[src/rtl/frsnl_pkg.sv]
// Shared constants for the Fresnel reflectance pipeline.
`timescale 1ns / 1ps
package frsnl_pkg;
   localparam int CB_DEF   = 16;
   localparam int IOR_W    = 16;
   localparam int REFL_W   = 16;
   localparam int TERM_W   = 34;
   localparam int SUM_W    = 35;
   localparam int C_W      = 31;
   localparam int RAD_W    = 62;
   localparam int ROOT_W   = RAD_W / 2;
   localparam int DIV_W    = 47;
   localparam int QUO_W    = 17;
   localparam int SQ_W     = 2 * QUO_W;
   localparam logic [REFL_W-1:0] REFL_ONE = 16'd32768;
   localparam logic signed [SUM_W-1:0] ONE_Q30 = 35'sd1073741824;
endpackage

[src/rtl/frsnl_sqrt.sv]
// Pipelined integer square root, one root bit per stage.
`timescale 1ns / 1ps
module frsnl_sqrt #(
   parameter int IN_W   = frsnl_pkg::RAD_W,
   parameter int SIDE_W = 1
) (
   input  logic                  clock,
   input  logic                  reset,
   input  logic                  en,
   input  logic                  in_valid,
   input  logic [IN_W-1:0]       in_rad,
   input  logic [SIDE_W-1:0]     in_side,
   output logic                  out_valid,
   output logic [IN_W/2-1:0]     out_root,
   output logic [SIDE_W-1:0]     out_side
);
   localparam int STEPS = IN_W / 2;
   localparam int RW    = STEPS + 2;

   logic              valid_ff [STEPS];
   logic [RW-1:0]     rem_ff   [STEPS];
   logic [RW-1:0]     rem_in   [STEPS];
   logic [STEPS-1:0]  root_ff  [STEPS];
   logic [STEPS-1:0]  root_in  [STEPS];
   logic [IN_W-1:0]   rad_ff   [STEPS];
   logic [IN_W-1:0]   rad_in   [STEPS];
   logic [SIDE_W-1:0] side_ff  [STEPS];

   always_comb begin
      logic [RW-1:0]    p_rem;
      logic [STEPS-1:0] p_root;
      logic [IN_W-1:0]  p_rad;
      logic [RW+1:0]    sh;
      logic [RW+1:0]    trial;
      for (int i = 0; i < STEPS; i++) begin
         if (i == 0) begin
            p_rem  = '0;
            p_root = '0;
            p_rad  = in_rad;
         end else begin
            p_rem  = rem_ff[i-1];
            p_root = root_ff[i-1];
            p_rad  = rad_ff[i-1];
         end
         sh    = {p_rem, p_rad[IN_W-1 -: 2]};
         trial = (RW+2)'({p_root, 2'b01});
         if (sh >= trial) begin
            rem_in[i]  = RW'(sh - trial);
            root_in[i] = {p_root[STEPS-2:0], 1'b1};
         end else begin
            rem_in[i]  = RW'(sh);
            root_in[i] = {p_root[STEPS-2:0], 1'b0};
         end
         rad_in[i] = p_rad << 2;
      end
   end

   always_ff @(posedge clock) begin
      if (reset) begin
         for (int i = 0; i < STEPS; i++) valid_ff[i] <= 1'b0;
      end else if (en) begin
         valid_ff[0] <= in_valid;
         for (int i = 1; i < STEPS; i++) valid_ff[i] <= valid_ff[i-1];
      end
   end

   always_ff @(posedge clock) begin
      if (en) begin
         side_ff[0] <= in_side;
         for (int i = 1; i < STEPS; i++) side_ff[i] <= side_ff[i-1];
         for (int i = 0; i < STEPS; i++) begin
            rem_ff[i]  <= rem_in[i];
            root_ff[i] <= root_in[i];
            rad_ff[i]  <= rad_in[i];
         end
      end
   end

   assign out_valid = valid_ff[STEPS-1];
   assign out_root  = root_ff[STEPS-1];
   assign out_side  = side_ff[STEPS-1];
endmodule

[config.mk]
export PLATFORM = sky130hd
export DESIGN_NAME = frsnl_sqrt
export DESIGN_NICKNAME = d
export VERILOG_FILES = /design/src/rtl/frsnl_pkg.sv /design/src/rtl/frsnl_sqrt.sv
export SDC_FILE = /design/constraint.sdc
export NUM_CORES = 2
export LEC_CHECK = 0
export BUFFER_PORTS_ARGS = -buffer_cell sky130_fd_sc_hd__buf_2
export CORE_AREA = 2 2 422 424
export CTS_CLUSTER_DIAMETER = 30
export DETAILED_ROUTE_END_ITERATION = 10
export DIE_AREA = 0 0 424 426
export PLACE_DENSITY = 0.83
export SKIP_CTS_REPAIR_TIMING = 1
export SYNTH_ARGS = -nofsm -noshare
export SYNTH_HDL_FRONTEND = slang
export SYNTH_SLANG_ARGS = --single-unit
[constraint.sdc]
create_clock -name clock -period 5.4 [get_ports clock]
set_clock_uncertainty 0.2 [all_clocks]
set_input_delay 0.27 -clock clock [delete_from_list [all_inputs] [get_ports clock]]
set_output_delay 0.27 -clock clock [all_outputs]
set_load 0.005 [all_outputs]
==> summary.md <==
| Metric | Value |
|---|---|
| Worst skew pair latency | `970 ps` |
| Hold Path Class | `in -> reg` |
| Initial core utilization | `0.636` |
| Vias in the first global route | `69,900` |
| Util after Layout | `0.750` |
| Average size of a mapped cell | `13.1 µm²` |
| Final critical-path required period | `4790 ps` |
| Worst path slowest cell | `nor4_1` |
| Worst path cell trace | `ha_1 -> nand4_1 -> or4b_2 -> nor4_1 -> or3_1 -> nor2_1 -> nand2_1 -> buf_4 -> o211a_1 -> nand3_1 -> nor4_1 -> xor2_1` |
| Final setup violation count | `0` |
| Routed vias | `69,900` |
| Placed cell area | `115,000 µm²` |
| Lkg Pwr | `51.3 nW` |
| Synth async-reset ratio | `0` |
| WS Path Type | `reg -> reg` |
| DRT iter0 DRCs | `5,969` |
| Critical Path Max Stage Delay | `910 ps` |
| Register area share after synthesis | `0.653` |
| Final-layout fill cell count | `10,500` |
| Fin area | `132,000 µm²` |
| Netlist Area Pre-Place | `112,000 µm²` |
| Pwr Density | `482 nW/µm²` |
| Detail Route Antenna Nets | `0` |
| Htree depth | `5` |
| All-layer global routing usage | `0.260` |
| Clock transition at the registers of the reported paths | `60 ps` |
| Top-Level Pins | `100` |
| Pin count of the biggest net entering global routing | `152` |
| Achievable Freq | `0.209 GHz` |
| Clk sinks | `2,430` |
| Peak supply drop | `0.432 mV` |
| Crit path buf inv count | `1` |
| Layout cells sized above 1 | `0.112` |
| Root Buffer | `clkbuf_16` |
| Synthesis Warnings | `0` |
| Max-capacitance violation count | `0` |
| WP data arrival | `5280 ps` |
| Post-Syn Nets | `9,137` |
| Worst-Margin Slew | `1210 ps` |
| Number of synthesized register bits | `2,430` |
| Main synth FF type | `edfxtp_1` |
| Drt pass-1 iters | `7` |
| Fin. max-slew vios | `0` |
| Startpoint types | `flip-flop` |
| Grt ovf | `0` |
| Area grow syn2layout | `17.9%` |
| Post-synth EDFFs | `2,430` |
| First-pass GRT wire length | `372,000 µm` |
| Worst slew margin | `0.194` |
| DP HPWL | `157,000 µm` |
| Final hold viol count | `0` |
| Synth unique cells | `87` |
| DRT Wirelength | `240,000 µm` |
| DR DRC count | `0` |
| Initial antenna violation count | `2` |
| Req. time, crit path | `5890 ps` |
| Clock buffer count from CTS | `448` |
| RSZ-0062 raised after global routing | `false` |
| Synthesized instance count | `8,542` |
| Nets | `9,725` |
| Die Y | `426 µm` |
| Top cell by count, worst path | `nor4_1` |
| Multi-input combinational cell area | `35,600 µm²` |
| CTS tree | `yes` |
| Width of the die | `424 µm` |
| Crit. End Element | `flip-flop` |
| Cell taking the most area after synthesis | `edfxtp_1` |
| Outcome | `finished clean` |
| Post-synth top area share | `0.653` |
| Port Buffer Count | `99` |
| Largest cells by area after synthesis | `edfxtp_1 65%, ha_1 5.9%, xor2_1 3.1%` |
| Pwr Total | `63.5 mW` |
| Fin Hold WS | `54.4 ps` |
| Die area | `181,000 µm²` |
| Total area of sequential cells | `73,000 µm²` |
| Final Cycle Share | `0.887` |
| Vias per std cell | `5.90` |
| Delay-heaviest family, CP | `simple AND/OR/NAND/NOR gates` |
| Row count | `154` |
| Core area | `176,000 µm²` |
| Worst-path fanout max | `28` |
| DR WL/cell | `20.3 µm` |
| Clock Tree Buf Depth | `4` |
| Setup tns final | `0 ps` |
| Placer Congestion | `0.938` |
worst register-to-register path, delay by kind of cell (launching register included):
family / cells / cell delay (ps)
flops: 1 / 410
buf+inv: 1 / 290
simple gates: 8 / 2750
compound gates: 1 / 320
fa+ha+maj: 1 / 450
xor+xnor: 1 / 110
synthesized netlist by cell type (all sizes together) (36+ instances only):
cell type and number:
nand2b 91, xnor2 371, clkbuf 122, a211oi 44, nor4 132, buf 50
edfxtp 2430, ha 528, nor2 567, o21a 93, nand4 96, o21ai 435
a31oi 42, o31ai 48, and3 36, nand3 123, a21o 218, and2 50
nor2b 92, nor3 211, a21oi 491, o21bai 53, or4 57, mux2 69
xor2 396, inv 671, nand2 562, or3 107
routing by layer:
metal	vias to the layer above	share of wire	track usage
met2	2377	0.52	0.461
met5	-	0.000054	0
met3	584	0.051	0.0428
met1	33900	0.40	0.317
li1	33000	-	-
met4	2	0.036	0.104
metrics by stage:
stage                     instances  setup slack, ps
after detailed placement      10900              652
after CTS                     11700              634
after global routing          11800              327
after floorplan                8542             1180
after global placement        10900              659
final                         11800              609
cells by family after synthesis:
logic type      after synthesis  synth area share
fa+ha+maj                   528            0.0591
compound gates             1651            0.0920
simple gates               2240            0.0988
flops                      2430             0.653
other cells                   1         0.0000335
mux                          80           0.00793
buf+inv                     845            0.0296
xor+xnor                    767            0.0601
worst paths after layout:
kind / startpoint / to / slack [ps] / cells after the start
min reg2reg: rad_ff[0][526] / rad_ff[0][588] / 180 / 0
max: rem_ff[0][336] / rem_ff[0][393] / 610 / 12
min: reset / valid_ff[1][4] / 50 / 3
max reg2reg: rem_ff[0][336] / rem_ff[0][393] / 610 / 12
flip-flops by register name, indices dropped and copies added, names as in the netlist:
name	count
rem_ff	942
rad_ff	930
root_ff	496
side_ff	31
valid_ff	31
placed cells by master, fill, tap and decap left out, types with 105 or more instances in the layout:
cell	Yosys	routed
xnor2_1	371	371
or3_1	105	105
inv_1	670	670
a21o_1	218	218
edfxtp_1	2430	2430
o21ai_0	435	435
nor3_1	211	211
xor2_1	396	396
dlygate4sd3_1	0	131
a21oi_1	491	491
nand2_1	561	561
ha_1	528	528
nand3_1	123	123
nor4_1	132	132
clkbuf_16	0	450
nor2_1	567	565
final cells by class:
type,instances,share of cell area
repair buffers,310,0.0200
inverters,673,0.0192
flip-flops and latches,2430,0.553
diodes,1,0.0000190
well taps,2340,0.0222
clock inverters,337,0.0288
multi-input cells,5267,0.270
clock buffers,486,0.0864
report_power, final:
| part | switching, mW | internal [mW] |
|---|---|---|
| Combinational | 5.95 | 4.27 |
| Sequential | 1.60 | 23.8 |
| Clock | 9.66 | 18.2 |
Power figures use the tool's default switching activity.
